==> src/rtl/cftq_pkg.sv <==
// Shared types, widths and constants of the CAN frame transmit queue.
`default_nettype none
package cftq_pkg;

    localparam int ID_W      = 11;
    localparam int REQ_LEN_W = 8;
    localparam int LEN_W     = 4;
    localparam int DATA_W    = 64;
    localparam int OFFER_W   = 2;
    localparam int DEPTH_W   = 5;
    localparam int DROP_W    = 16;
    localparam int BYTES     = DATA_W / 8;

    localparam int QUEUE_DEPTH_DEF   = 16;
    localparam int MAILBOX_COUNT_DEF = 3;
    localparam int CMDQ_DEPTH        = 2;

    localparam logic [LEN_W-1:0] MAX_LENGTH = 4'd8;

    typedef enum logic {
        ACT_ENQUEUE = 1'b0,
        ACT_PUMP    = 1'b1
    } t_action;

    typedef enum logic {
        ST_IDLE,
        ST_READ
    } t_back_state;

    // Classified command from the front end.
    typedef struct packed {
        t_action             action;
        logic [ID_W-1:0]     id;
        logic [LEN_W-1:0]    len;
        logic [DATA_W-1:0]   data;
        logic [OFFER_W-1:0]  offer;
    } t_cmd;

    // One queued frame as held in the frame memory.
    typedef struct packed {
        logic [ID_W-1:0]   id;
        logic [LEN_W-1:0]  len;
        logic [DATA_W-1:0] data;
    } t_frame;

    localparam int FRAME_W = $bits(t_frame);

    typedef struct packed {
        logic                is_frame;
        logic                accepted;
        logic [ID_W-1:0]     frame_id;
        logic [LEN_W-1:0]    frame_length;
        logic [DATA_W-1:0]   frame_data;
        logic                last;
        logic [DEPTH_W-1:0]  depth;
        logic [DROP_W-1:0]   dropped_count;
    } t_result;

endpackage
`default_nettype wire

==> src/rtl/cftq_ram.sv <==
// Generic single-port-write, single-port-read RAM with registered read data.
`default_nettype none
module cftq_ram #(
    parameter int WIDTH = 8,
    parameter int DEPTH = 16
) (
    input  wire logic                     i_clk,
    input  wire logic                     i_we,
    input  wire logic [$clog2(DEPTH)-1:0] i_waddr,
    input  wire logic [WIDTH-1:0]         i_wdata,
    input  wire logic                     i_re,
    input  wire logic [$clog2(DEPTH)-1:0] i_raddr,
    output logic      [WIDTH-1:0]         o_rdata
);

    logic [WIDTH-1:0] r_mem [DEPTH];

    always_ff @(posedge i_clk) begin
        if (i_we) begin
            r_mem[i_waddr] <= i_wdata;
        end
        if (i_re) begin
            o_rdata <= r_mem[i_raddr];
        end
    end

endmodule
`default_nettype wire

==> src/rtl/cftq_front.sv <==
// Front end: takes input items, clamps length, masks payload, queues commands.
`default_nettype none
module cftq_front
    import cftq_pkg::*;
#(
    parameter int MAILBOX_COUNT = MAILBOX_COUNT_DEF
) (
    input  wire logic                 i_clk,
    input  wire logic                 i_rst_n,
    input  wire logic                 i_valid,
    output logic                      o_ready,
    input  wire logic                 i_action,
    input  wire logic [ID_W-1:0]      i_std_id,
    input  wire logic [REQ_LEN_W-1:0] i_req_length,
    input  wire logic [DATA_W-1:0]    i_payload,
    input  wire logic [OFFER_W-1:0]   i_free_mailboxes,
    output logic                      o_cmd_valid,
    output t_cmd                      o_cmd,
    input  wire logic                 i_cmd_pop
);

    localparam int PTR_W = $clog2(CMDQ_DEPTH);
    localparam int CNT_W = $clog2(CMDQ_DEPTH + 1);

    t_cmd             r_q [CMDQ_DEPTH];
    logic [PTR_W-1:0] r_wp, n_wp;
    logic [PTR_W-1:0] r_rp, n_rp;
    logic [CNT_W-1:0] r_cnt, n_cnt;
    t_cmd             cmd_in;
    logic [LEN_W-1:0] len_c;
    logic             push;

    // Classify and condition the incoming item.
    always_comb begin
        len_c = (i_req_length > REQ_LEN_W'(MAX_LENGTH)) ? MAX_LENGTH
                                                        : i_req_length[LEN_W-1:0];
        cmd_in.action = t_action'(i_action);
        cmd_in.id     = i_std_id;
        cmd_in.len    = len_c;
        for (int i = 0; i < BYTES; i++) begin
            cmd_in.data[8*i +: 8] = (LEN_W'(i) < len_c) ? i_payload[8*i +: 8] : 8'd0;
        end
        // offer beyond the mailbox count saturates
        cmd_in.offer = (int'(i_free_mailboxes) > MAILBOX_COUNT)
                     ? OFFER_W'(MAILBOX_COUNT) : i_free_mailboxes;
    end

    assign o_ready     = (r_cnt != CNT_W'(CMDQ_DEPTH));
    assign push        = i_valid && o_ready;
    assign o_cmd_valid = (r_cnt != '0);
    assign o_cmd       = r_q[r_rp];

    always_comb begin
        n_wp  = push ? ((r_wp == PTR_W'(CMDQ_DEPTH - 1)) ? '0 : r_wp + PTR_W'(1)) : r_wp;
        n_rp  = i_cmd_pop ? ((r_rp == PTR_W'(CMDQ_DEPTH - 1)) ? '0 : r_rp + PTR_W'(1))
                          : r_rp;
        n_cnt = r_cnt + CNT_W'(push) - CNT_W'(i_cmd_pop);
    end

    always_ff @(posedge i_clk) begin
        if (!i_rst_n) begin
            r_wp  <= '0;
            r_rp  <= '0;
            r_cnt <= '0;
        end else begin
            r_wp  <= n_wp;
            r_rp  <= n_rp;
            r_cnt <= n_cnt;
        end
    end

    always_ff @(posedge i_clk) begin
        if (push) begin
            r_q[r_wp] <= cmd_in;
        end
    end

endmodule
`default_nettype wire

==> src/rtl/cftq_back.sv <==
// Back end: ring-buffer bookkeeping, frame memory access and result register.
`default_nettype none
module cftq_back
    import cftq_pkg::*;
#(
    parameter int QUEUE_DEPTH = QUEUE_DEPTH_DEF
) (
    input  wire logic  i_clk,
    input  wire logic  i_rst_n,
    input  wire logic  i_cmd_valid,
    input  wire t_cmd  i_cmd,
    output logic       o_cmd_pop,
    output logic       o_res_valid,
    output t_result    o_res,
    input  wire logic  i_res_ready
);

    localparam int IDX_W = $clog2(QUEUE_DEPTH);
    localparam int OCC_W = $clog2(QUEUE_DEPTH + 1);

    t_back_state        r_state, n_state;
    logic [IDX_W-1:0]   r_wr_idx, n_wr_idx;
    logic [IDX_W-1:0]   r_rd_idx, n_rd_idx;
    logic [OCC_W-1:0]   r_occ, n_occ;
    logic [DROP_W-1:0]  r_drop, n_drop;
    logic [OFFER_W-1:0] r_remain, n_remain;
    logic               r_valid, n_valid;
    t_result            r_res, n_res;

    logic               out_free;
    logic               full;
    logic [OFFER_W-1:0] sends;
    logic               ram_we;
    logic               ram_re;
    t_frame             wr_frame;
    t_frame             rd_frame;

    cftq_ram #(
        .WIDTH (FRAME_W),
        .DEPTH (QUEUE_DEPTH)
    ) u_frame_ram (
        .i_clk   (i_clk),
        .i_we    (ram_we),
        .i_waddr (r_wr_idx),
        .i_wdata (wr_frame),
        .i_re    (ram_re),
        .i_raddr (r_rd_idx),
        .o_rdata (rd_frame)
    );

    function automatic logic [IDX_W-1:0] f_next(input logic [IDX_W-1:0] idx);
        return (idx == IDX_W'(QUEUE_DEPTH - 1)) ? '0 : idx + IDX_W'(1);
    endfunction

    assign out_free = !r_valid || i_res_ready;
    assign full     = (r_occ == OCC_W'(QUEUE_DEPTH));
    assign sends    = (r_occ < OCC_W'(i_cmd.offer)) ? OFFER_W'(r_occ) : i_cmd.offer;
    assign wr_frame = '{id: i_cmd.id, len: i_cmd.len, data: i_cmd.data};

    // Next state.
    always_comb begin
        n_state = r_state;
        unique case (r_state)
            ST_IDLE: begin
                if (i_cmd_valid && out_free && i_cmd.action == ACT_PUMP && sends != '0) begin
                    n_state = ST_READ;
                end
            end
            ST_READ: begin
                if (out_free && r_remain == OFFER_W'(1)) begin
                    n_state = ST_IDLE;
                end
            end
            default: n_state = ST_IDLE;
        endcase
    end

    // Datapath and control outputs.
    always_comb begin
        n_wr_idx  = r_wr_idx;
        n_rd_idx  = r_rd_idx;
        n_occ     = r_occ;
        n_drop    = r_drop;
        n_remain  = r_remain;
        n_valid   = r_valid && !i_res_ready;
        n_res     = r_res;
        o_cmd_pop = 1'b0;
        ram_we    = 1'b0;
        ram_re    = 1'b0;
        unique case (r_state)
            ST_IDLE: begin
                if (i_cmd_valid && out_free) begin
                    o_cmd_pop = 1'b1;
                    n_res     = '0;
                    n_res.last = 1'b1;
                    if (i_cmd.action == ACT_ENQUEUE) begin
                        n_valid = 1'b1;
                        if (full) begin
                            n_drop = r_drop + DROP_W'(1);
                        end else begin
                            ram_we         = 1'b1;
                            n_wr_idx       = f_next(r_wr_idx);
                            n_occ          = r_occ + OCC_W'(1);
                            n_res.accepted = 1'b1;
                        end
                    end else if (sends == '0) begin
                        n_valid = 1'b1;
                    end else begin
                        ram_re   = 1'b1;
                        n_rd_idx = f_next(r_rd_idx);
                        n_remain = sends;
                    end
                    n_res.depth         = DEPTH_W'(n_occ);
                    n_res.dropped_count = n_drop;
                end
            end
            ST_READ: begin
                // rd_frame holds the frame of the most recent frame-memory read
                if (out_free) begin
                    n_valid             = 1'b1;
                    n_occ               = r_occ - OCC_W'(1);
                    n_remain            = r_remain - OFFER_W'(1);
                    n_res.is_frame      = 1'b1;
                    n_res.accepted      = 1'b0;
                    n_res.frame_id      = rd_frame.id;
                    n_res.frame_length  = rd_frame.len;
                    n_res.frame_data    = rd_frame.data;
                    n_res.last          = (r_remain == OFFER_W'(1));
                    n_res.depth         = DEPTH_W'(n_occ);
                    n_res.dropped_count = r_drop;
                    if (r_remain != OFFER_W'(1)) begin
                        ram_re   = 1'b1;
                        n_rd_idx = f_next(r_rd_idx);
                    end
                end
            end
            default: begin
            end
        endcase
    end

    always_ff @(posedge i_clk) begin
        if (!i_rst_n) begin
            r_state  <= ST_IDLE;
            r_wr_idx <= '0;
            r_rd_idx <= '0;
            r_occ    <= '0;
            r_drop   <= '0;
            r_remain <= '0;
            r_valid  <= 1'b0;
        end else begin
            r_state  <= n_state;
            r_wr_idx <= n_wr_idx;
            r_rd_idx <= n_rd_idx;
            r_occ    <= n_occ;
            r_drop   <= n_drop;
            r_remain <= n_remain;
            r_valid  <= n_valid;
        end
    end

    always_ff @(posedge i_clk) begin
        r_res <= n_res;
    end

    assign o_res_valid = r_valid;
    assign o_res       = r_res;

endmodule
`default_nettype wire

==> src/rtl/can_frame_transmit_queue.sv <==
// Top level of the CAN frame transmit queue: front end, command queue, back end.
//
//  channel | direction | handshake          | payload
//  --------+-----------+--------------------+-------------------------------------------
//  input   | in        | i_valid / o_ready  | action, std_id, req_length, payload,
//          |           |                    | free_mailboxes
//  result  | out       | o_valid / i_ready  | is_frame, accepted, frame_id, frame_length,
//          |           |                    | frame_data, last, depth, dropped_count
//
// Flow: an accepted transfer is registered in a two-entry command queue, which the
// back end pops. An enqueue or an idle pump result is then registered in the result
// register. A pump first reads its first frame from the frame memory, then returns
// one frame per cycle while the result is not held, bounded by the single read port;
// its first frame follows the command queue, the frame memory and the result register.
// Reset: synchronous, active low; clears pointers, occupancy and drop count.
// The frame memory needs no clearing, since only written entries are read.
// Stalls: a held result stalls only the back end; the front end keeps taking
// transfers until the command queue is full.
`default_nettype none
module can_frame_transmit_queue
    import cftq_pkg::*;
#(
    parameter int QUEUE_DEPTH   = QUEUE_DEPTH_DEF,
    parameter int MAILBOX_COUNT = MAILBOX_COUNT_DEF
) (
    input  wire logic                 i_clk,
    input  wire logic                 i_rst_n,
    input  wire logic                 i_valid,
    output logic                      o_ready,
    input  wire logic                 i_action,
    input  wire logic [ID_W-1:0]      i_std_id,
    input  wire logic [REQ_LEN_W-1:0] i_req_length,
    input  wire logic [DATA_W-1:0]    i_payload,
    input  wire logic [OFFER_W-1:0]   i_free_mailboxes,
    output logic                      o_valid,
    input  wire logic                 i_ready,
    output logic                      o_is_frame,
    output logic                      o_accepted,
    output logic      [ID_W-1:0]      o_frame_id,
    output logic      [LEN_W-1:0]     o_frame_length,
    output logic      [DATA_W-1:0]    o_frame_data,
    output logic                      o_last,
    output logic      [DEPTH_W-1:0]   o_depth,
    output logic      [DROP_W-1:0]    o_dropped_count
);

    logic    cmd_valid;
    t_cmd    cmd;
    logic    cmd_pop;
    t_result res;

    // Front end: clamp length, zero unused bytes, saturate mailbox offer.
    cftq_front #(
        .MAILBOX_COUNT (MAILBOX_COUNT)
    ) u_front (
        .i_clk            (i_clk),
        .i_rst_n          (i_rst_n),
        .i_valid          (i_valid),
        .o_ready          (o_ready),
        .i_action         (i_action),
        .i_std_id         (i_std_id),
        .i_req_length     (i_req_length),
        .i_payload        (i_payload),
        .i_free_mailboxes (i_free_mailboxes),
        .o_cmd_valid      (cmd_valid),
        .o_cmd            (cmd),
        .i_cmd_pop        (cmd_pop)
    );

    // Back end: ring buffer, drop counter, frame memory and result register.
    cftq_back #(
        .QUEUE_DEPTH (QUEUE_DEPTH)
    ) u_back (
        .i_clk       (i_clk),
        .i_rst_n     (i_rst_n),
        .i_cmd_valid (cmd_valid),
        .i_cmd       (cmd),
        .o_cmd_pop   (cmd_pop),
        .o_res_valid (o_valid),
        .o_res       (res),
        .i_res_ready (i_ready)
    );

    assign o_is_frame      = res.is_frame;
    assign o_accepted      = res.accepted;
    assign o_frame_id      = res.frame_id;
    assign o_frame_length  = res.frame_length;
    assign o_frame_data    = res.frame_data;
    assign o_last          = res.last;
    assign o_depth         = res.depth;
    assign o_dropped_count = res.dropped_count;

    // A sent frame never claims an accepted enqueue.
    a_frame_not_accepted: assert property (@(posedge i_clk) disable iff (!i_rst_n)
        o_valid && o_is_frame |-> !o_accepted)
        else $error("frame result flagged as accepted enqueue");

    // Stored length is always clamped.
    a_length_clamped: assert property (@(posedge i_clk) disable iff (!i_rst_n)
        o_valid && o_is_frame |-> o_frame_length <= MAX_LENGTH)
        else $error("frame length above maximum");

    // A pump burst streams without gaps: a non-final frame is followed at once
    // by the next frame of the same burst.
    a_burst_continues: assert property (@(posedge i_clk) disable iff (!i_rst_n)
        o_valid && i_ready && o_is_frame && !o_last |=> o_valid && o_is_frame)
        else $error("pump burst broken before last frame");

    // Non-frame results always close their item.
    a_single_result_last: assert property (@(posedge i_clk) disable iff (!i_rst_n)
        o_valid && !o_is_frame |-> o_last)
        else $error("enqueue or idle result without last");

endmodule
`default_nettype wire
==> config.mk <==
export PLATFORM = sky130hd
export DESIGN_NAME = can_frame_transmit_queue
export DESIGN_NICKNAME = d
export VERILOG_FILES = /design/src/rtl/cftq_pkg.sv /design/src/rtl/cftq_ram.sv /design/src/rtl/cftq_front.sv /design/src/rtl/cftq_back.sv /design/src/rtl/can_frame_transmit_queue.sv
export SDC_FILE = /design/constraint.sdc
export NUM_CORES = 2
export LEC_CHECK = 0
export ABC_CLOCK_PERIOD_IN_PS = 19300
export BUFFER_PORTS_ARGS = -buffer_cell sky130_fd_sc_hd__buf_2
export CORE_ASPECT_RATIO = 1.1
export CORE_MARGIN = 3
export CORE_UTILIZATION = 50
export DETAILED_ROUTE_END_ITERATION = 8
export GPL_TIMING_DRIVEN = 1
export HOLD_SLACK_MARGIN = 0.02
export PLACE_DENSITY = 0.67
export REMOVE_ABC_BUFFERS = 1
export SYNTH_ARGS = -nofsm -noshare
export SYNTH_HDL_FRONTEND = slang
export SYNTH_SLANG_ARGS = --single-unit
export TNS_END_PERCENT = 10
==> constraint.sdc <==
create_clock -name i_clk -period 19.3 [get_ports i_clk]
set_clock_uncertainty 0.15 [all_clocks]
set_input_delay 3.86 -clock i_clk [delete_from_list [all_inputs] [get_ports i_clk]]
set_output_delay 3.86 -clock i_clk [all_outputs]
set_load 0.05 [all_outputs]
==> impl_metrics.json <==
{
  "status": "complete, no violations",
  "grt_usage": 0.2112,
  "multi_input_area_um2": 12630,
  "cts_buffers": 160,
  "cts_tree": "built",
  "htree_levels": 4,
  "synthTopCellsByCount": "edfxtp_1, mux4_2, and2_1",
  "drv_cap": 0,
  "cts_resized": 0,
  "min_path_type": "reg2reg",
  "rows": 135,
  "r2r_end": "u_back.u_frame_ram.r_mem[4][43]",
  "hold_viol": 0,
  "routed_wl_mm": 133.2,
  "cp_data_arrival_time_ns": 7.07,
  "yosysTopAreaCell": "edfxtp_1",
  "synth_most_common_cell": "edfxtp_1",
  "antenna_left": 0,
  "hold_path_startpoint": "u_back.r_drop[1]",
  "end_kind": "register",
  "synth_cells": 2691,
  "via_per_inst": 5.924,
  "cp-start-kind": "input port",
  "clockBufferDepth": 3,
  "swShare": 0.2904,
  "gp_congestion": 0.7592,
  "grt_pass1_wl_mm": 197.8,
  "fp.dieH_um": 375.8,
  "path_clk_slew_ns": 0.06,
  "setup_ws_ns": 12.45,
  "setup_tns_ns": 0,
  "n_antenna_cell": 0,
  "synth_edf_count": 1610,
  "postCtsSetupBuffers": 0,
  "p_leak_nw": 21.87,
  "ctsRootBufferMaster": "clkbuf_16",
  "ys_seq_elements": 1648,
  "power.density_nw_per_um2": 141.6,
  "die-area_um2": 128600,
  "portBuffers": 194,
  "async_flop_share": 0,
  "final_area_um2": 70220,
  "syn_to_final_growth_pct": 12.94,
  "cts-hold-fix-buffers": 0,
  "max_slew_margin": 0.1963,
  "wire_per_inst_um": 28.05,
  "clk_latency_ns": 0.77,
  "synth.area.top_cells": "edfxtp_1, mux4_2, mux2_2",
  "yosysWarnings": 0,
  "clkPwrFrac": 0.297,
  "finalSetupViolCount": 0,
  "dp.cells": 4452,
  "pre_cts_ws_ns": 11.67,
  "core_um2": 123300,
  "fillers": 8912,
  "dp_hpwl_mm": 72.38,
  "synth.top_cell.area_share": 0.7776,
  "seqCellArea_um2": 49130,
  "period_minus_slack_ns": 6.850,
  "die_w_um": 342.2,
  "dpl_cell_area_um2": 65250,
  "post-route-drc-count": 0,
  "grt_max_degree": 166,
  "antenna_found_initial": 6,
  "vias": 28130,
  "finalCritPeriodShare": 0.3549,
  "fmax_ghz": 0.1460,
  "stdcell_count": 4749,
  "avgSynthCellArea_um2": 23.10,
  "synth_cell_types": 58,
  "cp_max_fo": 53,
  "switchingPower_w": 0.002888,
  "crit_required_ns": 19.52,
  "combPwrFrac": 0.222,
  "slew_violations": 0,
  "r2r_cells": 6,
  "ys.flop_type": "edfxtp_1",
  "fin_nets": 3072,
  "seq_power_share": 0.482,
  "fin_util": 0.5694,
  "synth_area_um2": 62170,
  "ys_seq_area_frac": 0.7899,
  "grt_pass1_vias": 29570,
  "ir_drop_mv": 0.1277,
  "whs_path_depth": 2,
  "drt-initial-drc-count": 2932,
  "worst_slew_pin_slew_ns": 1.206,
  "cts_sinks": 1648,
  "path_class": "in2reg",
  "r2r_setup_slack_ns": 14.45,
  "grt_overflow": 0,
  "rsz0062_at_grt": "false",
  "start_util": 0.5042,
  "io_pins": 195,
  "firstDrtPassIters": 5,
  "drive_above_1_share": 0.3176,
  "p_int_w": 0.007055,
  "holdPathEnd": "u_back.r_drop[1]"
}
sequential cells by signal (all words and copies together) (netlist names), 4 cells and up, named ones only:
register / cells
u_back.o_res: 103
u_back.u_frame_ram.r_mem: 1264
u_back.r_drop: 16
u_front.r_q: 164
u_back.r_rd_idx: 4
u_back.r_wr_idx: 4
u_back.r_occ: 5
u_back.u_frame_ram.o_rdata: 79
worst max-delay path by stage:
stage / startpoint / end / slack [ns] / cells after the start
6_report: i_ready / u_back.u_frame_ram.r_mem[4][43] / 12.45 / 7
5_1_grt: i_ready / u_back.u_frame_ram.r_mem[4][47] / 12.32 / 7
4_1_cts: i_ready / u_back.u_frame_ram.r_mem[4][43] / 12.48 / 7
3_5_place_dp: i_ready / u_back.u_frame_ram.r_mem[4][43] / 11.67 / 7
3_3_place_gp: i_ready / u_back.u_frame_ram.r_mem[7][32] / 11.77 / 7
2_1_floorplan: u_back.r_rd_idx[0] / u_back.r_rd_idx[3] / 4.59 / 4
per-layer routing:
metal | GRT usage | routed length [um]
met3 | 0.03760 | 8557
met2 | 0.3594 | 69070
met5 | 0 | 0
met1 | 0.2867 | 53030
met4 | 0.05010 | 2531
critical path, cell delays in order:
cell	delay, ns
buf_2	0.11
nor2b_1	0.09
nor2_1	0.43
and2_1	0.35
nand2_1	0.27
nor2_4	0.91
buf_4	0.98
power by group through the flow:
stage | Sequential, W | Clock [W] | Combinational (W)
floorplan | 0.00537 | 0 | 0.00147
global placement | 0.00486 | 0 | 0.00219
detailed placement | 0.00487 | 0 | 0.00224
CTS | 0.00480 | 0.00301 | 0.00225
global route | 0.00482 | 0.00315 | 0.00237
finish | 0.00479 | 0.00295 | 0.00220
stage by stage:
step	total power, W	hold slack, ns
final	0.009943	0.3683
after global routing	0.01034	0.3865
after CTS	0.01006	0.3680
after global placement	0.007050	0.3255
after floorplan	0.006841	0.3140
after detailed placement	0.007114	0.3533
layout by cell type (no fill, tap or decap), types with 8 or more instances in the layout:
master        n
nor2_4       13
inv_1        12
clkbuf_1     34
nor2b_1      42
xor2_1       22
edfxtp_1   1610
xnor2_1      14
o21ai_0       9
buf_2       194
mux4_2      395
dfxtp_1      32
clkinv_1     40
clkbuf_16   162
a21oi_1      17
nor2_1       42
nand2_1      32
ha_1         12
clkinv_2     34
nor3_1       11
buf_4        48
and2_1      109
mux2_2       81
bufinv_16     8
nand3_1      22
cells by family (layout without fill, tap and decap cells):
logic type	Yosys count	count (layout)	synth area share
multiplexers	485	485	0.1593
AND/OR/NAND/NOR	317	317	0.02850
AO/OA/AOI/OAI	52	52	0.005474
adder cells (fa/ha/maj)	12	12	0.002415
buffers and inverters	141	555	0.009338
flip-flops	1648	1648	0.7899
XOR/XNOR	36	36	0.005071
cell type report:
type	count	share of cell area
clock inverters	101	0.01119
multi-input cells	902	0.1799
flip-flops and latches	1648	0.6997
inverters	14	0.0008197
well taps	1644	0.02929
repair buffers	244	0.01953
clock buffers	196	0.05955
Power figures use the tool's default switching activity.
